$ cat src/rtl/core/tmc_pkg.sv
// ----------------------------------------------------------------------------
// Two-tagger mistag coefficient: shared package
// Register indexes and reset values, fixed-point widths, coefficient modes,
// tag decision decoding and the saturation helpers used by all stages.
// ----------------------------------------------------------------------------
package tmc_pkg;

   localparam int DATA_WIDTH_DEF = 16;

   // Configuration register file.
   localparam int NUM_REGS    = 8;
   localparam int CSR_INDEX_W = 3;

   localparam logic [CSR_INDEX_W-1:0] REG_OS_OFFSET       = 3'd0;
   localparam logic [CSR_INDEX_W-1:0] REG_OS_SLOPE        = 3'd1;
   localparam logic [CSR_INDEX_W-1:0] REG_OS_OFFSET_DELTA = 3'd2;
   localparam logic [CSR_INDEX_W-1:0] REG_OS_SLOPE_DELTA  = 3'd3;
   localparam logic [CSR_INDEX_W-1:0] REG_SS_OFFSET       = 3'd4;
   localparam logic [CSR_INDEX_W-1:0] REG_SS_SLOPE        = 3'd5;
   localparam logic [CSR_INDEX_W-1:0] REG_SS_OFFSET_DELTA = 3'd6;
   localparam logic [CSR_INDEX_W-1:0] REG_SS_SLOPE_DELTA  = 3'd7;

   localparam logic [31:0] CFG_RESET [NUM_REGS] = '{
      32'd6554, 32'd16384, 32'd0, 32'd0,
      32'd6554, 32'd16384, 32'd0, 32'd0
   };

   // Fixed-point widths.
   localparam int MISTAG_W = 15;
   localparam int CAL_W    = 20;   // calibrated mistag, Q.16
   localparam int MIX_W    = 48;   // tagger combination, Q.32
   localparam int RES_W    = 32;
   localparam int SAT_IN_W = 80;   // widest value handed to a saturation

   localparam logic [MISTAG_W-1:0]     HALF_Q14 = 15'd8192;
   localparam logic signed [CAL_W-1:0] HALF_Q16 = 20'sd32768;
   localparam logic signed [MIX_W-1:0] ONE_Q32  = 48'sh0001_0000_0000;

   // Tag decision codes; the pattern 2'b10 is read as untagged.
   localparam logic [1:0] DEC_PLUS  = 2'b01;
   localparam logic [1:0] DEC_MINUS = 2'b11;

   typedef enum logic [1:0] {
      MODE_SIN  = 2'd0,
      MODE_COS  = 2'd1,
      MODE_SINH = 2'd2,
      MODE_COSH = 2'd3
   } mode_type;

   typedef struct packed {
      logic nonzero;
      logic negative;
   } tag_sel_type;

   function automatic tag_sel_type decode_tag(input logic [1:0] code);
      tag_sel_type t;
      unique case (code)
         DEC_PLUS:  t = '{nonzero: 1'b1, negative: 1'b0};
         DEC_MINUS: t = '{nonzero: 1'b1, negative: 1'b1};
         default:   t = '{nonzero: 1'b0, negative: 1'b0};
      endcase
      return t;
   endfunction

   function automatic tag_sel_type neg_tag(input tag_sel_type t);
      return '{nonzero: t.nonzero, negative: ~t.negative};
   endfunction

   // Multiplies a value by a decision of -1, 0 or +1.
   function automatic logic signed [MIX_W-1:0] apply_tag(
      input tag_sel_type t, input logic signed [MIX_W-1:0] v);
      logic signed [MIX_W-1:0] r;
      if (!t.nonzero) begin
         r = '0;
      end else if (t.negative) begin
         r = -v;
      end else begin
         r = v;
      end
      return r;
   endfunction

   function automatic logic signed [CAL_W-1:0] sat_cal(input logic signed [SAT_IN_W-1:0] v);
      logic [SAT_IN_W-CAL_W:0] hi_bits;
      logic signed [CAL_W-1:0] r;
      hi_bits = v[SAT_IN_W-1:CAL_W-1];
      if (&hi_bits || ~|hi_bits) begin
         r = v[CAL_W-1:0];
      end else if (v[SAT_IN_W-1]) begin
         r = {1'b1, {(CAL_W-1){1'b0}}};
      end else begin
         r = {1'b0, {(CAL_W-1){1'b1}}};
      end
      return r;
   endfunction

   function automatic logic signed [RES_W-1:0] sat_res(input logic signed [SAT_IN_W-1:0] v);
      logic [SAT_IN_W-RES_W:0] hi_bits;
      logic signed [RES_W-1:0] r;
      hi_bits = v[SAT_IN_W-1:RES_W-1];
      if (&hi_bits || ~|hi_bits) begin
         r = v[RES_W-1:0];
      end else if (v[SAT_IN_W-1]) begin
         r = {1'b1, {(RES_W-1){1'b0}}};
      end else begin
         r = {1'b0, {(RES_W-1){1'b1}}};
      end
      return r;
   endfunction

endpackage

$ cat src/rtl/core/tmc_pipe_ctl.sv
// ----------------------------------------------------------------------------
// Pipeline stage control
// Valid bits for a chain of register stages with per-stage load enables, so
// that empty stages fill up while the output is stalled.
// ----------------------------------------------------------------------------
module tmc_pipe_ctl #(
   parameter int STAGES = 3
) (
   input  logic              clock,
   input  logic              reset,
   input  logic              i_valid,
   output logic              i_ready,
   output logic              o_valid,
   input  logic              o_ready,
   output logic [STAGES-1:0] ld
);

   logic [STAGES-1:0] vld_ff;
   logic [STAGES-1:0] vld_in;

   // A stage may load when it is empty or when its word moves on.
   always_comb begin
      ld[STAGES-1] = !vld_ff[STAGES-1] || o_ready;
      for (int k = STAGES - 2; k >= 0; k--) begin
         ld[k] = !vld_ff[k] || ld[k+1];
      end
   end

   always_comb begin
      vld_in = vld_ff;
      if (ld[0]) begin
         vld_in[0] = i_valid;
      end
      for (int k = 1; k < STAGES; k++) begin
         if (ld[k]) begin
            vld_in[k] = vld_ff[k-1];
         end
      end
   end

   always_ff @(posedge clock) begin
      if (reset) begin
         vld_ff <= '0;
      end else begin
         vld_ff <= vld_in;
      end
   end

   assign i_ready = ld[0];
   assign o_valid = vld_ff[STAGES-1];

`ifndef ASSERT_OFF
   a_accept_lands: assert property (@(posedge clock) disable iff (reset)
      i_valid && i_ready |=> vld_ff[0])
      else $error("accepted word did not enter the first stage");

   a_full_stall: assert property (@(posedge clock) disable iff (reset)
      (&vld_ff) && !o_ready |-> !i_ready)
      else $error("full pipeline accepts a word while stalled");

   a_first_hold: assert property (@(posedge clock) disable iff (reset)
      vld_ff[0] && !ld[0] |=> vld_ff[0])
      else $error("stalled word lost in the first stage");

   a_word_count: assert property (@(posedge clock) disable iff (reset)
      !$past(reset) |-> $countones(vld_ff) == $countones($past(vld_ff))
         + int'($past(i_valid && i_ready)) - int'($past(o_valid && o_ready)))
      else $error("words created or lost inside the pipeline");
`endif

endmodule

$ cat src/rtl/core/tmc_scale.sv
// ----------------------------------------------------------------------------
// Asymmetry and CP scaling segment
// Five stages: asymmetry product, bracket, rounding to Q.23, CP product and
// final rounding to Q4.28 with saturation into the output register.
// ----------------------------------------------------------------------------
module tmc_scale #(
   parameter int DATA_WIDTH = tmc_pkg::DATA_WIDTH_DEF
) (
   input  logic                                clock,
   input  logic                                reset,
   input  logic                                i_valid,
   output logic                                i_ready,
   output logic                                o_valid,
   input  logic                                o_ready,
   input  logic signed [tmc_pkg::RES_W-1:0]    sum24,
   input  logic signed [tmc_pkg::RES_W-1:0]    diff24,
   input  tmc_pkg::mode_type                   mode,
   input  logic signed [DATA_WIDTH:0]          cp_eff,
   input  logic signed [DATA_WIDTH-1:0]        asym,
   output logic signed [tmc_pkg::RES_W-1:0]    coefficient
);
   import tmc_pkg::*;

   localparam int STAGES = 5;
   localparam int PRW    = RES_W + DATA_WIDTH;
   localparam int XW     = ((PRW > 46) ? PRW : 46) + 2;
   localparam int PW     = RES_W + DATA_WIDTH + 2;
   localparam int CPS    = 3;

   logic [STAGES-1:0]          ld;
   logic signed [DATA_WIDTH:0] cp_ff [CPS];
   logic signed [PRW-1:0]      prod_ff;
   logic signed [RES_W-1:0]    other_ff;
   logic signed [XW-1:0]       x_ff;
   logic signed [RES_W-1:0]    x24_ff;
   logic signed [PW-1:0]       p_ff;
   logic signed [RES_W-1:0]    coef_ff;
   logic                       is_trig;

   tmc_pipe_ctl #(
      .STAGES (STAGES)
   ) u_ctl (
      .clock   (clock),
      .reset   (reset),
      .i_valid (i_valid),
      .i_ready (i_ready),
      .o_valid (o_valid),
      .o_ready (o_ready),
      .ld      (ld)
   );

   // Sine and cosine weight the sum by the asymmetry, sinh and cosh the
   // difference.
   assign is_trig = (mode == MODE_SIN) || (mode == MODE_COS);

   always_ff @(posedge clock) begin
      if (ld[0]) begin
         prod_ff  <= PRW'(asym) * PRW'(is_trig ? sum24 : diff24);
         other_ff <= is_trig ? diff24 : sum24;
         cp_ff[0] <= cp_eff;
      end
      if (ld[1]) begin
         x_ff     <= ((XW'(other_ff) <<< 14) | XW'(32'sd8192)) - XW'(prod_ff);
         cp_ff[1] <= cp_ff[0];
      end
      if (ld[2]) begin
         x24_ff   <= sat_res(SAT_IN_W'(x_ff >>> 14));
         cp_ff[2] <= cp_ff[1];
      end
      if (ld[3]) begin
         p_ff <= PW'(x24_ff) * PW'(cp_ff[2]);
      end
      if (ld[4]) begin
         coef_ff <= sat_res(SAT_IN_W'((p_ff + PW'(32'sd1024)) >>> 11));
      end
   end

   assign coefficient = coef_ff;

endmodule

$ cat config.mk
export PLATFORM = sky130hd
export DESIGN_NAME = tmc_scale
export DESIGN_NICKNAME = d
export VERILOG_FILES = /design/src/rtl/core/tmc_pkg.sv /design/src/rtl/core/tmc_pipe_ctl.sv /design/src/rtl/core/tmc_scale.sv
export SDC_FILE = /design/constraint.sdc
export NUM_CORES = 2
export LEC_CHECK = 0
export BUFFER_PORTS_ARGS = -buffer_cell sky130_fd_sc_hd__buf_2
export CAP_MARGIN = 5
export CORE_UTILIZATION = 45
export CTS_CLUSTER_SIZE = 20
export DETAILED_ROUTE_END_ITERATION = 12
export HOLD_SLACK_MARGIN = 0.15
export PLACE_DENSITY = 0.67
export SLEW_MARGIN = 30
export SYNTH_ARGS = -nofsm -noshare
export SYNTH_HDL_FRONTEND = slang
export SYNTH_HIERARCHICAL = 1
export SYNTH_SLANG_ARGS = --single-unit
$ cat constraint.sdc
create_clock -name clock -period 12.1 [get_ports clock]
set_input_delay 1.815 -clock clock [delete_from_list [all_inputs] [get_ports clock]]
set_output_delay 1.815 -clock clock [all_outputs]
set_load 0.01 [all_outputs]
* Word-level counts from Yosys, hierarchy flattened
Memories as Yosys holds them, arrays and structs flattened.
Cells that the tools add are included.
** Storage, ports and cells
- Register bits after elaboration :: 248
- Bits in latches :: 0
- RAM bits :: 51
- Bits in read-only memories :: 0
- Bits of input ports :: 103
- Output and inout bits :: 34
- Word-level logic and storage cells :: 49
- Memories kept :: 1
** Cells by class
- $add $sub $neg :: 2
- $mul :: 2
- Div/mod/pow operators :: 0
- $lt $le $gt $ge :: 0
- Equality and inequality tests :: 1
- Shift-type cells :: 0
- Muxes and demuxes :: 12
- Bitwise logic cells :: 0
- Reduce and logical (&&, ||, !) cells :: 20
** Memories
- cp_ff :: depth 3, bits a word 17, rd ports 3, clocked after memory_dff 0, write ports 3, line tmc_scale.sv:31 : logic signed [DATA_WIDTH:0] cp_ff [CPS];
** Operators by type and width (number)
- 32-bit 2-to-1 mux :: 5
- 49-bit by 12-bit adder with 50-bit output (second input constant) :: 1
- 32-bit by 17-bit multiplier with 49-bit output :: 1
- 46-bit by 48-bit subtractor with 49-bit output :: 1
- 16-bit by 48-bit multiplier with 48-bit output :: 1
- 48-bit 2-to-1 mux :: 1
- 38-bit AND reduction :: 1
- 38-bit OR reduction :: 1
- 1-bit logical OR :: 8
- 1-bit zero test :: 7
- 1-bit 2-to-1 mux :: 6
- 5-bit AND reduction :: 1
- 5-bit OR reduction :: 1
- 2-bit by 1-bit == test with 1-bit output (second input constant) :: 1
- 2-bit zero test :: 1

* Depth between registers and ports, before layout
- Depth in word-level cells :: 8
- Gate-level depth with buffers :: 29
- Mapped depth without buffers :: 26

* Hierarchy
Netlist, hierarchy kept.
** Modules (own cells, without submodules)
- tmc_scale :: instances 1, cells each 4922, area each 47941.0 um^2, seq. area each 8077.7 um^2
- tmc_pipe_ctl :: instances 1, cells each 23, area each 219.0 um^2, seq. area each 100.1 um^2

* Worst setup path after synthesis
OpenSTA, ideal clock, no wires.
- Path kind :: input port to flip-flop
- Start :: input port mode[1]
- End :: register prod_ff[44], data pin
- Setup time :: 158 ps
- Arrival :: 8495 ps
- Required time :: 11942 ps
- Path slack :: 3447 ps
- Stages :: 25
- Path buffers :: 3
- Path through :: clkbuf_1 clkbuf_1 mux2_2 clkbuf_1 nand2_1 fa_1 fa_1 fa_1 inv_1 fa_1 fa_1 inv_1 fa_1 inv_1 ha_1 a21oi_2 o21ai_0 a2111oi_1 a2111o_1 a21boi_2 o2111ai_2 a21oi_2 a31o_2 or4_1 o211ai_1
** On the way
- Longest elaborated chain between the ends :: 4
- Elaborated cells on any way between the ends :: 5
- Those cells by class :: mul: 1; eq/ne: 1; mux: 1; reduce/logical: 2
** Ends and longest elaborated chain
- start: declaration :: line tmc_scale.sv:17 : input tmc_pkg::mode_type mode,
- 2-bit by 1-bit == test with 1-bit output or 2-bit zero test (tied branches) :: line tmc_scale.sv:54 : assign is_trig = (mode == MODE_SIN) || (mode == MODE_COS);
- 1-bit logical OR (*) :: line tmc_scale.sv:54
- 48-bit 2-to-1 mux (*) :: line tmc_scale.sv:58 : prod_ff <= PRW'(asym) * PRW'(is_trig ? sum24 : diff24);
- 16-bit by 48-bit multiplier with 48-bit output (*) :: line tmc_scale.sv:58
- end signal: assignment :: line tmc_scale.sv:58
- end: declaration :: line tmc_scale.sv:32 : logic signed [PRW-1:0] prod_ff;
Every way passes the cells marked *; elsewhere a longest branch is shown, timed or not.
A chain may end at the register's enable or synchronous reset.

* Worst setup path in the final report
- Start :: input port mode[1]
- End :: register prod_ff[39], data pin
The elaborated chain is that of the path after synthesis.

==> results.md <==
* Status: finished with violations
* Failing checks: DRC
* Layout Skew at between 0.05 and 0.06 ns
* Fmax at approximately 110 MHz
* Post-Synthesis Cells at about 4.9k
* Die area at around 0.11 mm²
* R2r endpoint: p_ff[48]
* Final antenna-violating net count at 0
* Most common cell after layout, fill and taps aside: inv_1
* Crit-path max FO at 33
* Detail Placement HPWL at around 86 mm
* Synthesized Nets at about 6.3k
* Clock-pin slew on the worst setup and hold paths at around 0.06 ns
* Total Negative Setup Slacks at 0 ns
* Slew HR at 0.328
* GRT Residual Overflow at 0
* Yosys Warn Count at 6
* Critical path required time at about 12 ns
* # DRC at 22
* Most frequent cells in the layout: 1,214 x inv_1, 1,006 x fa_1, 685 x nand2_1, 392 x and2_1, 269 x edfxtp_1
* Worst setup EP type: register
* Syn Area/Cell at just under 10 µm²
* Crit share post-route at 0.740
* Clock Sinks at between 200 and 300
* Vias at 32.6k
* CP peak stage delay at 0.58 ns
* Top Family by Delay on Critical Path: adder cells
* Worst path most repeated cell: fa_1
* Hold Path End: cp_ff[0][41]
* Number of global-route vias before repair at ~36k
* Slowest CP cell: a2111oi_2
* Max cap viols at 0
* Std cell rows at 119
* Synth-to-Final Area Change at 5.78%
* WL final at between 100 and 150 mm
* H-tree levels at 1
* Endpoints failing setup at 0
* Flop and latch count out of synthesis at between 200 and 300
* Total GRT Usage at 0.220
* Core ar. at roughly 0.11 mm²
* Initial antenna violation count at 6
* CTS root buffer: clkbuf_16
* CTS tree: built
* Asr flop ratio synth at 0
* Tmin final at a little under 9 ns
* Reg-to-Reg Start: cp_ff[0][38]
* Num CTS Buffers at 28
* Hold wc startpoint: cp_ff[0][24]
* Worst r2r path cells at 24
* Die height at about 330 µm
* Initial drt markers at 2,043
* Postcts setup bufs at 0
* Startpoint Class: input pin
* # hold bufs at CTS at 0
* HP Class: register to register
* Placed Instances at around 6.3k
* Count of different cell masters after synthesis at a little over 80
* DR WL/cell at ~18 µm
* GPL Wtd Cong at between 0.8 and 0.9
* Util after Layout at 0.482
* # nets final at 6,312
* Worst setup margin at about 3.1 ns
* 1st-pass router iterations at 9
* Crit path buf inv count at 6
* RSZ-0062 raised after global routing: false
* Post-place setup slack at 2.51 ns
* Post-cts sizing count at 0
* Mapped Area at a little under 0.05 mm²
* Hold Path Depth at 0
* Top_reg_cell synth: edfxtp_1
* First-pass GRT wire length at 187 mm
* Final slew viol count at 0
* Number of flops mapped to enable cells by yosys at between 200 and 300
* Starting Density at 0.456
* Hold Vio Cnt, Final at 0
* Via density per instance at approximately 5.1
* Tightest Pin Transition at around 1 ns
* Final std cells w/o fill at approximately 6.4k
* Longest Clk Path Bufs at 3
* Crit path DAT at ~9.3 ns
* Register area share after synthesis at 0.170
* Worst Setup Path Type: input pin to register
* Port buffer count at between 100 and 150
* Flop2flop setup slack at between 4 and 5 ns
* Layout cells sized above 1 at 0.0643
* Largest net degree at the start of global routing at just under 80
* Worst-Skew Late Latency at 0.63 ns
* Num ports at 137
* Die width at about 330 µm
routing by layer:
layer  vias up  GRT usage  wire [µm]
li1      14700          -          -
met3       185     0.0431      10100
met4         2     0.0554       2770
met1     16500      0.294      47300
met2      1207      0.369      54000
met5         -          0         13
flip-flops by register name, indices dropped and copies added, names as in the netlist:
name,cells
coefficient,32
u_ctl/vld_ff,5
cp_ff,51
x_ff,35
prod_ff,48
other_ff,32
p_ff,39
x24_ff,32
layout make-up:
cell class | count | area, µm²
repair buffers | 164 | 897
multi-input cells | 3259 | 34700
well taps | 1391 | 1740
inverters | 1216 | 4560
clock inverters | 22 | 179
diodes | 1 | 2.50
flip-flops and latches | 274 | 8180
fillers | 9751 | 54800
clock buffers | 28 | 701
synth_stat cells, drive strengths merged, types with 16 or more instances:
master / n / share of area
a21o: 56 / 0.0088
a21oi: 138 / 0.015
and2: 392 / 0.051
and3: 20 / 0.0026
clkbuf: 188 / 0.015
edfxtp: 269 / 0.17
fa: 1006 / 0.42
ha: 260 / 0.068
inv: 1215 / 0.095
mux2: 63 / 0.015
nand2: 686 / 0.053
nand2b: 31 / 0.0040
nand3: 29 / 0.0030
nand4: 21 / 0.0030
nor2: 129 / 0.010
nor2b: 31 / 0.0040
o21a: 16 / 0.0025
o21ai: 88 / 0.0091
xnor2: 98 / 0.018
xor2: 55 / 0.010
worst max-delay path by stage:
stage          startpoint     endpoint  slack [ns]  depth (start not counted)
6_report          mode[1]  prod_ff[39]        3.15                         25
5_1_grt           mode[1]  prod_ff[44]        2.75                         25
4_1_cts           mode[1]  prod_ff[39]        3.17                         25
3_5_place_dp      mode[1]  prod_ff[39]        2.51                         25
3_3_place_gp      mode[1]  prod_ff[44]        2.54                         25
2_1_floorplan     mode[1]  prod_ff[44]        3.45                         25
logic make-up (layout without fill, tap and decap cells):
| family | Yosys count | after routing | share of synthesized area |
|---|---|---|---|
| buffers and inverters | 1412 | 1430 | 0.111 |
| AND/OR/NAND/NOR | 1387 | 1387 | 0.138 |
| adder cells (fa/ha/maj) | 1266 | 1266 | 0.486 |
| AO/OA/AOI/OAI | 389 | 389 | 0.0527 |
| flip-flops | 274 | 274 | 0.170 |
| XOR/XNOR | 153 | 153 | 0.0278 |
| multiplexers | 64 | 64 | 0.0149 |
| other | 0 | 1 | 0 |
through the flow:
step	hold WS, ns	area [µm²]
2_1_floorplan	0.400	48200
3_3_place_gp	0.401	50000
3_5_place_dp	0.405	50100
4_1_cts	0.387	50900
5_1_grt	0.413	50900
6_report	0.383	50900
Power is not shown: default switching activity piles up to over one toggle a cycle in this logic, so the estimate is an artifact.
