==> config.mk <==
export PLATFORM = sky130hd
export DESIGN_NAME = tmc_combine
export DESIGN_NICKNAME = d
export VERILOG_FILES = /design/src/rtl/core/tmc_pkg.sv /design/src/rtl/core/tmc_pipe_ctl.sv /design/src/rtl/core/tmc_combine.sv
export SDC_FILE = /design/constraint.sdc
export NUM_CORES = 2
export LEC_CHECK = 0
export BUFFER_PORTS_ARGS = -buffer_cell sky130_fd_sc_hd__buf_2
export CORE_ASPECT_RATIO = 0.8
export CORE_MARGIN = 3
export CORE_UTILIZATION = 35
export CTS_BUF_LIST = sky130_fd_sc_hd__clkbuf_16
export DETAILED_ROUTE_END_ITERATION = 10
export PLACE_DENSITY_LB_ADDON = 0.12
export SETUP_SLACK_MARGIN = 0.02
export SYNTH_ARGS = -nofsm -noshare
export SYNTH_HDL_FRONTEND = slang
export SYNTH_SLANG_ARGS = --single-unit
==> constraint.sdc <==
create_clock -name clock -period 19 [get_ports clock]
set_input_delay 2.85 -clock clock [delete_from_list [all_inputs] [get_ports clock]]
set_output_delay 2.85 -clock clock [all_outputs]
set_load 0.01 [all_outputs]
==> src/rtl/core/tmc_pkg.sv <==
// ----------------------------------------------------------------------------
// Two-tagger mistag coefficient: shared package
// Register indexes and reset values, fixed-point widths, coefficient modes,
// tag decision decoding and the saturation helpers used by all stages.
// ----------------------------------------------------------------------------
package tmc_pkg;

   localparam int DATA_WIDTH_DEF = 16;

   // Configuration register file.
   localparam int NUM_REGS    = 8;
   localparam int CSR_INDEX_W = 3;

   localparam logic [CSR_INDEX_W-1:0] REG_OS_OFFSET       = 3'd0;
   localparam logic [CSR_INDEX_W-1:0] REG_OS_SLOPE        = 3'd1;
   localparam logic [CSR_INDEX_W-1:0] REG_OS_OFFSET_DELTA = 3'd2;
   localparam logic [CSR_INDEX_W-1:0] REG_OS_SLOPE_DELTA  = 3'd3;
   localparam logic [CSR_INDEX_W-1:0] REG_SS_OFFSET       = 3'd4;
   localparam logic [CSR_INDEX_W-1:0] REG_SS_SLOPE        = 3'd5;
   localparam logic [CSR_INDEX_W-1:0] REG_SS_OFFSET_DELTA = 3'd6;
   localparam logic [CSR_INDEX_W-1:0] REG_SS_SLOPE_DELTA  = 3'd7;

   localparam logic [31:0] CFG_RESET [NUM_REGS] = '{
      32'd6554, 32'd16384, 32'd0, 32'd0,
      32'd6554, 32'd16384, 32'd0, 32'd0
   };

   // Fixed-point widths.
   localparam int MISTAG_W = 15;
   localparam int CAL_W    = 20;   // calibrated mistag, Q.16
   localparam int MIX_W    = 48;   // tagger combination, Q.32
   localparam int RES_W    = 32;
   localparam int SAT_IN_W = 80;   // widest value handed to a saturation

   localparam logic [MISTAG_W-1:0]     HALF_Q14 = 15'd8192;
   localparam logic signed [CAL_W-1:0] HALF_Q16 = 20'sd32768;
   localparam logic signed [MIX_W-1:0] ONE_Q32  = 48'sh0001_0000_0000;

   // Tag decision codes; the pattern 2'b10 is read as untagged.
   localparam logic [1:0] DEC_PLUS  = 2'b01;
   localparam logic [1:0] DEC_MINUS = 2'b11;

   typedef enum logic [1:0] {
      MODE_SIN  = 2'd0,
      MODE_COS  = 2'd1,
      MODE_SINH = 2'd2,
      MODE_COSH = 2'd3
   } mode_type;

   typedef struct packed {
      logic nonzero;
      logic negative;
   } tag_sel_type;

   function automatic tag_sel_type decode_tag(input logic [1:0] code);
      tag_sel_type t;
      unique case (code)
         DEC_PLUS:  t = '{nonzero: 1'b1, negative: 1'b0};
         DEC_MINUS: t = '{nonzero: 1'b1, negative: 1'b1};
         default:   t = '{nonzero: 1'b0, negative: 1'b0};
      endcase
      return t;
   endfunction

   function automatic tag_sel_type neg_tag(input tag_sel_type t);
      return '{nonzero: t.nonzero, negative: ~t.negative};
   endfunction

   // Multiplies a value by a decision of -1, 0 or +1.
   function automatic logic signed [MIX_W-1:0] apply_tag(
      input tag_sel_type t, input logic signed [MIX_W-1:0] v);
      logic signed [MIX_W-1:0] r;
      if (!t.nonzero) begin
         r = '0;
      end else if (t.negative) begin
         r = -v;
      end else begin
         r = v;
      end
      return r;
   endfunction

   function automatic logic signed [CAL_W-1:0] sat_cal(input logic signed [SAT_IN_W-1:0] v);
      logic [SAT_IN_W-CAL_W:0] hi_bits;
      logic signed [CAL_W-1:0] r;
      hi_bits = v[SAT_IN_W-1:CAL_W-1];
      if (&hi_bits || ~|hi_bits) begin
         r = v[CAL_W-1:0];
      end else if (v[SAT_IN_W-1]) begin
         r = {1'b1, {(CAL_W-1){1'b0}}};
      end else begin
         r = {1'b0, {(CAL_W-1){1'b1}}};
      end
      return r;
   endfunction

   function automatic logic signed [RES_W-1:0] sat_res(input logic signed [SAT_IN_W-1:0] v);
      logic [SAT_IN_W-RES_W:0] hi_bits;
      logic signed [RES_W-1:0] r;
      hi_bits = v[SAT_IN_W-1:RES_W-1];
      if (&hi_bits || ~|hi_bits) begin
         r = v[RES_W-1:0];
      end else if (v[SAT_IN_W-1]) begin
         r = {1'b1, {(RES_W-1){1'b0}}};
      end else begin
         r = {1'b0, {(RES_W-1){1'b1}}};
      end
      return r;
   endfunction

endpackage

==> src/rtl/core/tmc_pipe_ctl.sv <==
// ----------------------------------------------------------------------------
// Pipeline stage control
// Valid bits for a chain of register stages with per-stage load enables, so
// that empty stages fill up while the output is stalled.
// ----------------------------------------------------------------------------
module tmc_pipe_ctl #(
   parameter int STAGES = 3
) (
   input  logic              clock,
   input  logic              reset,
   input  logic              i_valid,
   output logic              i_ready,
   output logic              o_valid,
   input  logic              o_ready,
   output logic [STAGES-1:0] ld
);

   logic [STAGES-1:0] vld_ff;
   logic [STAGES-1:0] vld_in;

   // A stage may load when it is empty or when its word moves on.
   always_comb begin
      ld[STAGES-1] = !vld_ff[STAGES-1] || o_ready;
      for (int k = STAGES - 2; k >= 0; k--) begin
         ld[k] = !vld_ff[k] || ld[k+1];
      end
   end

   always_comb begin
      vld_in = vld_ff;
      if (ld[0]) begin
         vld_in[0] = i_valid;
      end
      for (int k = 1; k < STAGES; k++) begin
         if (ld[k]) begin
            vld_in[k] = vld_ff[k-1];
         end
      end
   end

   always_ff @(posedge clock) begin
      if (reset) begin
         vld_ff <= '0;
      end else begin
         vld_ff <= vld_in;
      end
   end

   assign i_ready = ld[0];
   assign o_valid = vld_ff[STAGES-1];

`ifndef ASSERT_OFF
   a_accept_lands: assert property (@(posedge clock) disable iff (reset)
      i_valid && i_ready |=> vld_ff[0])
      else $error("accepted word did not enter the first stage");

   a_full_stall: assert property (@(posedge clock) disable iff (reset)
      (&vld_ff) && !o_ready |-> !i_ready)
      else $error("full pipeline accepts a word while stalled");

   a_first_hold: assert property (@(posedge clock) disable iff (reset)
      vld_ff[0] && !ld[0] |=> vld_ff[0])
      else $error("stalled word lost in the first stage");

   a_word_count: assert property (@(posedge clock) disable iff (reset)
      !$past(reset) |-> $countones(vld_ff) == $countones($past(vld_ff))
         + int'($past(i_valid && i_ready)) - int'($past(o_valid && o_ready)))
      else $error("words created or lost inside the pipeline");
`endif

endmodule

==> src/rtl/core/tmc_combine.sv <==
// ----------------------------------------------------------------------------
// Tagger combination segment
// Four stages: cross products, decision-independent terms, decision-weighted
// sum and difference in Q.32, then rounding to Q.23 with saturation.
// ----------------------------------------------------------------------------
module tmc_combine #(
   parameter int DATA_WIDTH = tmc_pkg::DATA_WIDTH_DEF
) (
   input  logic                                clock,
   input  logic                                reset,
   input  logic                                i_valid,
   output logic                                i_ready,
   output logic                                o_valid,
   input  logic                                o_ready,
   input  logic signed [tmc_pkg::CAL_W-1:0]    os_b,
   input  logic signed [tmc_pkg::CAL_W-1:0]    os_bb,
   input  logic signed [tmc_pkg::CAL_W-1:0]    ss_b,
   input  logic signed [tmc_pkg::CAL_W-1:0]    ss_bb,
   input  tmc_pkg::mode_type                   mode,
   input  tmc_pkg::tag_sel_type                os_tag,
   input  tmc_pkg::tag_sel_type                ss_tag,
   input  logic signed [DATA_WIDTH:0]          cp_eff,
   input  logic signed [DATA_WIDTH-1:0]        asym,
   output logic signed [tmc_pkg::RES_W-1:0]    sum24,
   output logic signed [tmc_pkg::RES_W-1:0]    diff24,
   output tmc_pkg::mode_type                   mode_o,
   output logic signed [DATA_WIDTH:0]          cp_eff_o,
   output logic signed [DATA_WIDTH-1:0]        asym_o
);
   import tmc_pkg::*;

   localparam int STAGES = 4;
   localparam int PRW    = 2 * CAL_W;

   logic [STAGES-1:0]            ld;
   mode_type                     mode_ff   [STAGES];
   tag_sel_type                  os_tag_ff [STAGES];
   tag_sel_type                  ss_tag_ff [STAGES];
   tag_sel_type                  tt_ff     [STAGES];
   logic signed [DATA_WIDTH:0]   cp_ff     [STAGES];
   logic signed [DATA_WIDTH-1:0] asym_ff   [STAGES];

   // Stage D.
   logic signed [PRW-1:0]   ac_ff;
   logic signed [PRW-1:0]   be_ff;
   logic signed [CAL_W-1:0] a_ff;
   logic signed [CAL_W-1:0] b_ff;
   logic signed [CAL_W-1:0] c_ff;
   logic signed [CAL_W-1:0] e_ff;
   // Stage E.
   logic signed [MIX_W-1:0] t1_ff;
   logic signed [MIX_W-1:0] t2_ff;
   logic signed [MIX_W-1:0] uo_ff;
   logic signed [MIX_W-1:0] us_ff;
   logic signed [MIX_W-1:0] vo_ff;
   logic signed [MIX_W-1:0] vs_ff;
   // Stage F.
   logic signed [MIX_W-1:0] sum2_ff;
   logic signed [MIX_W-1:0] diff2_ff;
   // Stage G.
   logic signed [RES_W-1:0] sum24_ff;
   logic signed [RES_W-1:0] diff24_ff;

   logic signed [MIX_W-1:0] pos;
   logic signed [MIX_W-1:0] dos;
   logic signed [MIX_W-1:0] pss;
   logic signed [MIX_W-1:0] dss;
   logic signed [MIX_W-1:0] t1_in;
   logic signed [MIX_W-1:0] t2_in;
   logic signed [MIX_W-1:0] sum2_in;
   logic signed [MIX_W-1:0] diff2_in;
   tag_sel_type             tt_in;

   tmc_pipe_ctl #(
      .STAGES (STAGES)
   ) u_ctl (
      .clock   (clock),
      .reset   (reset),
      .i_valid (i_valid),
      .i_ready (i_ready),
      .o_valid (o_valid),
      .o_ready (o_ready),
      .ld      (ld)
   );

   assign tt_in = '{nonzero:  os_tag.nonzero && ss_tag.nonzero,
                    negative: os_tag.negative ^ ss_tag.negative};

   always_comb begin
      pos   = MIX_W'(a_ff) + MIX_W'(b_ff);
      dos   = MIX_W'(a_ff) - MIX_W'(b_ff);
      pss   = MIX_W'(c_ff) + MIX_W'(e_ff);
      dss   = MIX_W'(c_ff) - MIX_W'(e_ff);
      t1_in = ONE_Q32 + ((MIX_W'(ac_ff) + MIX_W'(be_ff)) <<< 1) - ((pos + pss) <<< 16);
      t2_in = ((MIX_W'(ac_ff) - MIX_W'(be_ff)) <<< 1) - ((dos + dss) <<< 16);
   end

   // Decisions of -1, 0 or +1 only select, negate or drop each term.
   always_comb begin
      sum2_in  = ONE_Q32 + apply_tag(tt_ff[1], t1_ff)
               + apply_tag(neg_tag(os_tag_ff[1]), uo_ff)
               + apply_tag(neg_tag(ss_tag_ff[1]), us_ff);
      diff2_in = apply_tag(tt_ff[1], t2_ff)
               + apply_tag(os_tag_ff[1], vo_ff)
               + apply_tag(ss_tag_ff[1], vs_ff);
   end

   always_ff @(posedge clock) begin
      if (ld[0]) begin
         ac_ff        <= PRW'(os_b) * PRW'(ss_b);
         be_ff        <= PRW'(os_bb) * PRW'(ss_bb);
         a_ff         <= os_b;
         b_ff         <= os_bb;
         c_ff         <= ss_b;
         e_ff         <= ss_bb;
         mode_ff[0]   <= mode;
         os_tag_ff[0] <= os_tag;
         ss_tag_ff[0] <= ss_tag;
         tt_ff[0]     <= tt_in;
         cp_ff[0]     <= cp_eff;
         asym_ff[0]   <= asym;
      end
      if (ld[1]) begin
         t1_ff <= t1_in;
         t2_ff <= t2_in;
         uo_ff <= dos <<< 16;
         us_ff <= dss <<< 16;
         vo_ff <= ONE_Q32 - (pos <<< 16);
         vs_ff <= ONE_Q32 - (pss <<< 16);
      end
      if (ld[2]) begin
         sum2_ff  <= sum2_in;
         diff2_ff <= diff2_in;
      end
      if (ld[3]) begin
         sum24_ff  <= sat_res(SAT_IN_W'((sum2_ff + MIX_W'(32'sd256)) >>> 9));
         diff24_ff <= sat_res(SAT_IN_W'((diff2_ff + MIX_W'(32'sd256)) >>> 9));
      end
      for (int k = 1; k < STAGES; k++) begin
         if (ld[k]) begin
            mode_ff[k]   <= mode_ff[k-1];
            os_tag_ff[k] <= os_tag_ff[k-1];
            ss_tag_ff[k] <= ss_tag_ff[k-1];
            tt_ff[k]     <= tt_ff[k-1];
            cp_ff[k]     <= cp_ff[k-1];
            asym_ff[k]   <= asym_ff[k-1];
         end
      end
   end

   assign sum24    = sum24_ff;
   assign diff24   = diff24_ff;
   assign mode_o   = mode_ff[STAGES-1];
   assign cp_eff_o = cp_ff[STAGES-1];
   assign asym_o   = asym_ff[STAGES-1];

endmodule

# Word-level counts from Yosys, hierarchy flattened
# Memories as Yosys holds them, arrays and structs flattened.
# Cells that the tools add are included.
[op_classes]
add_sub_neg = 26
n_mul = 2
div_mod_pow = 0
magnitude_cmp = 0
eq_ne = 0
n_shift = 0
n_mux = 24
n_bitwise = 1
n_reduce_logical = 17
[ops]
columns = ["cell", "n"]
rows = [
  ["48-bit 2-to-1 mux", 12],
  ["48-bit adder", 4],
  ["48-bit negation", 4],
  ["32-bit 2-to-1 mux", 4],
  ["48-bit by 10-bit adder with 49-bit output (second input constant)", 2],
  ["37-bit negation with 48-bit output", 2],
  ["20-bit by 20-bit multiplier with 40-bit output", 2],
  ["40-bit AND reduction", 2],
  ["40-bit OR reduction", 2],
  ["34-bit by 37-bit subtractor with 38-bit output (first input constant)", 2],
  ["34-bit by 48-bit adder with 48-bit output (first input constant)", 1],
  ["21-bit by 21-bit adder with 22-bit output", 2],
  ["43-bit by 38-bit subtractor with 44-bit output", 1],
  ["34-bit by 42-bit adder with 43-bit output (first input constant)", 1],
  ["42-bit by 38-bit subtractor with 43-bit output", 1],
  ["20-bit by 20-bit adder with 21-bit output", 2],
  ["20-bit by 20-bit subtractor with 21-bit output", 2],
  ["40-bit by 40-bit adder with 41-bit output", 1],
  ["40-bit by 40-bit subtractor with 41-bit output", 1],
  ["1-bit 2-to-1 mux", 8],
  ["1-bit logical NOT", 6],
  ["1-bit logical OR", 6],
  ["1-bit logical AND", 1],
  ["1-bit bitwise XOR", 1],
]
[word_totals]
ff_bits = 558
latchBits = 0
mem_bits_rw = 164
rom_bits = 0
inputBits = 123
output_inout_bits = 101
word_cells = 96
mem_count = 6
[memory_table]
columns = ["memory", "depth", "word_bits", "rd", "rd_clocked_by_memory_dff", "write_ports", "line_no", "source"]
rows = [
  ["cp_ff", 4, 17, 4, 0, 4, "tmc_combine.sv:40", "logic signed [DATA_WIDTH:0] cp_ff [STAGES];"],
  ["asym_ff", 4, 16, 4, 0, 4, "tmc_combine.sv:41", "logic signed [DATA_WIDTH-1:0] asym_ff [STAGES];"],
  ["mode_ff", 4, 2, 4, 0, 4, "tmc_combine.sv:36", "mode_type mode_ff [STAGES];"],
  ["os_tag_ff", 4, 2, 3, 0, 4, "tmc_combine.sv:37", "tag_sel_type os_tag_ff [STAGES];"],
  ["ss_tag_ff", 4, 2, 3, 0, 4, "tmc_combine.sv:38", "tag_sel_type ss_tag_ff [STAGES];"],
  ["tt_ff", 4, 2, 3, 0, 4, "tmc_combine.sv:39", "tag_sel_type tt_ff [STAGES];"],
]

# Depth between registers and ports, before layout
[logic_depth]
word_depth = 7
ltp_mapped = 30
ltp_nobuf = 30

# Cells and area by module
# Synthesis repeated with hierarchy kept, for this count alone.
[unflattened]
hier_cells = 7575
area_unflattened_um2 = 73310.3
[by_module_without_submodules]
columns = ["module", "instances", "cells_each", "area_each_um2", "seq_area_each_um2"]
rows = [
  ["tmc_combine", 1, 7558, 73142.6, 18738.0],
  ["tmc_pipe_ctl", 1, 17, 167.7, 80.1],
]

# Least setup slack after synthesis
# No wires, ideal clock.
[synth_path]
path_kind = "input to output"
start = "input port o_ready"
end = "output port i_ready"
arrival_time_ns = 7.407
required_ns = 16.150
setup_slack_ns = 8.743
stages = 3
path_buffers = 0
path_cell_list = "nor2b_1 > and3_1 > nand2_1"
[synth_between]
elab_chain_cells = 4
[synth_rtl]
columns = ["item", "line_no", "source"]
rows = [
  ["start, declared", "tmc_combine.sv:14", "input logic o_ready,"],
  ["1-bit logical OR", "tmc_pipe_ctl.sv:23", "ld[STAGES-1] = !vld_ff[STAGES-1] || o_ready;"],
  ["1-bit logical OR (3 in a row)", "tmc_pipe_ctl.sv:25", "ld[k] = !vld_ff[k] || ld[k+1];"],
  ["end, declared", "tmc_combine.sv:12", "output logic i_ready,"],
]
# Every way passes these cells.

# Worst setup path after layout
[layout_path]
start = "input port os_b[9] (netlist bit)"
end = "register ac_ff[39], data pin"
[layout_between]
elab_chain_cells = 1
[layout_rtl]
columns = ["item", "line_no", "source"]
rows = [
  ["start, declared", "tmc_combine.sv:15", "input logic signed [tmc_pkg::CAL_W-1:0] os_b,"],
  ["20-bit by 20-bit multiplier with 40-bit output", "tmc_combine.sv:110", "ac_ff <= PRW'(os_b) * PRW'(ss_b);"],
  ["end signal, assigned", "tmc_combine.sv:110", ""],
  ["end, declared", "tmc_combine.sv:44", "logic signed [PRW-1:0] ac_ff;"],
]
# Every way passes these cells.
# A chain may end at the register's enable or synchronous reset.

==> impl_metrics.toml <==
[run_status]
status = "completed"

[detailed_routing]
drtIter0Drc = 3153
drc = 0
via_per_inst = 4.95
detail-route-antenna-nets = 0
route.vias.total = 52400
routed_wl_um = 213000
detail_route.wl_per_cell_um = 20.1
dr.pass1.iters = 6

[synth]
synth_top_area_share_pct = 25.3
syn_avg_cell_area_um2 = 9.69
synth_area_um2 = 74000
ys_seq_area_share_pct = 25.4
synth-edff-count = 624
synth_cells = 7638
synth.largest_area_cell = "edfxtp_1"
ys_ff_latch = 628
synth_cell_type_count = 82
postSynth.asyncResetShare_pct = 0
synth_ff_type = "edfxtp_1"
ys_top_cells_by_area = "edfxtp_1, fa_1, ha_1"
ys_warn_count = 0
synth_fp_nets = 9280

[worst_setup_path]
cp_slowest_stage_delay_ns = 0.70
required_ns = 19.41
critPathCaptureType = "flop"
cp_top_family = "adder cells"
slowest_stage = "nor4bb_1"
crit_type = "in -> reg"
startpoint_type = "primary input"
cp_max_fo = 21
worst_ep_arrival_time_ns = 10.49
cp_num_buf_inv = 7
cpMostUsedCell = "fa_1"

[floorplan]
die_y_um = 417
row_count = 150
pin_count = 224
die-area_um2 = 217000
die_x_um = 520
core-area_um2 = 210000
start_util_pct = 35.3

[clock_tree]
cts_resized = 0
cts_sinks = 628
root_buffer = "clkbuf_16"
numCtsBuffers = 78
clk_latency_ns = 0.69
clk_pin_slew_ns = 0.06
tritoncts = "done"
clockBufferDepth = 3
hold_buffers = 0
cts_max_level = 3
cts_setup_buffers = 0

[sta]
worst_hold_slack_ns = 0.414
min_period_ns = 10.08
setup_ws_ns = 8.92
maxSlewViolCount = 0
tns_ns = 0
finalSetupViolCount = 0
rsz0062_at_grt = "false"
final_hold_viol_count = 0
fin_crit_sh_pct = 53.0
worst_pin_slew_ns = 1.15
fmax_ghz = 0.0992
maxSlewHeadroom_pct = 23.3
finClkSkew_ns = 0.0206

[global_routing]
overflow = 0
grt_pass1_wl_um = 330000
grt_max_degree = 86
antenna_found_initial = 17
grt_use_total_pct = 19.8
grt_pass1_vias = 54100

[placement]
port_buffers = 223
dp_slack_ns = 8.19
dp_hpwl_um = 173000
gp_congestion = 0.882

[min_path]
worstHoldPathType = "reg -> reg"

[final_layout]
syn_to_final_growth_pct = 8.87
layout.nets = 9338
drive_gt1_share_pct = 5.61

[job]
cap_viol_max_count = 0
-- metrics by stage --
stage          cell area [um2]  util [%]  instances
2_1_floorplan            74000         -       7638
3_3_place_gp             77900      37.2      10400
3_5_place_dp             77900      37.2      10400
4_1_cts                  80600      38.4      10600
5_1_grt                  80600      38.4      10600
6_report                 80600      38.4      10600
-- state kept, by name, indices dropped and copies added, names as in the netlist --
name	flops
a_ff	20
ac_ff	40
asym_ff	64
b_ff	20
be_ff	40
c_ff	20
cp_ff	68
diff24	32
diff2_ff	40
e_ff	20
mode_ff	8
os_tag_ff	4
ss_tag_ff	4
sum24	32
sum2_ff	40
t1_ff	43
t2_ff	41
tt_ff	4
u_ctl.vld_ff	4
uo_ff	21
us_ff	21
vo_ff	21
vs_ff	21
-- worst reg2reg max path: cells and delay by family (launching register included) --
kind,cells,cell delay [ns]
flops,1,0.51
compound gates,15,4.44
fa+ha+maj,4,1.33
xor+xnor,1,0.17
buf+inv,2,0.39
mux,1,0.35
simple gates,2,0.20
-- cell families after synthesis --
logic type | after synthesis | synth area share [%]
compound gates | 1106 | 9.45
xor+xnor | 612 | 7.24
fa+ha+maj | 1519 | 34.9
buf+inv | 1604 | 8.14
flops | 628 | 25.4
mux | 7 | 0.103
simple gates | 2162 | 14.7
-- Yosys cell counts (all sizes together), types with 63 or more instances --
cell,number
xnor2,443
a21oi,302
nand2,707
inv,1328
nor2,323
nor2b,63
fa,913
o21ai,285
nand3,105
clkbuf,265
and2,487
nand2b,72
nor3,133
edfxtp,624
a21o,108
ha,606
xor2,169
-- final timing paths --
kind | startpoint | to | slack, ns | cells past startpoint
hold reg to reg | cp_ff[1][6]$_DFFE_PP_ | cp_ff[2][6]$_DFFE_PP_ | 0.41 | 0
hold / removal | cp_ff[1][6]$_DFFE_PP_ | cp_ff[2][6]$_DFFE_PP_ | 0.41 | 0
setup reg to reg | a_ff[4]$_DFFE_PP_ | t1_ff[42]$_DFFE_PP_ | 11.41 | 25
setup / recovery | os_b[9] | ac_ff[39]$_DFFE_PP_ | 8.92 | 27
-- cell usage in the layout, fill, tap and decap left out, drive strengths merged, types with 12 or more instances in the layout --
| cell | instances |
|---|---|
| a21o | 108 |
| xor2 | 169 |
| and2 | 487 |
| a211oi | 30 |
| nand2 | 707 |
| o21a | 56 |
| clkinv | 27 |
| and3 | 48 |
| xnor2 | 443 |
| nor2 | 323 |
| clkbuf | 79 |
| ha | 606 |
| buf | 254 |
| edfxtp | 624 |
| a2111oi | 13 |
| nor2b | 63 |
| o31ai | 56 |
| inv | 1344 |
| or2 | 19 |
| or3 | 51 |
| nor3 | 133 |
| nor4 | 38 |
| o21ai | 285 |
| a21oi | 302 |
| a31oi | 40 |
| nand3b | 12 |
| or4 | 26 |
| o211ai | 23 |
| nand2b | 72 |
| o21bai | 52 |
| bufinv | 12 |
| o41ai | 15 |
| nand3 | 105 |
| nand4 | 36 |
| fa | 913 |
-- layer usage --
| metal | track usage (%) | share of wire [%] | vias up |
|---|---|---|---|
| li1 | - | - | 24900 |
| met1 | 30.2 | 51 | 26100 |
| met2 | 29.6 | 42 | 1152 |
| met3 | 2.31 | 4.5 | 206 |
| met4 | 5.04 | 2.8 | 0 |
| met5 | 0 | 0 | - |
-- layout make-up --
type,instances,area (um2)
fill,21000,129000
clock inverter,61,711
sequential,628,18800
clock buffer,79,1980
inverter,1328,4990
antenna,7,17.5
tap,2812,3520
multi-input combinational,5406,49200
timing repair buffer,254,1350
Power is left out: the tool's default activity adds up to more than one toggle a clock period on the data nets, which glitch-free logic cannot reach.
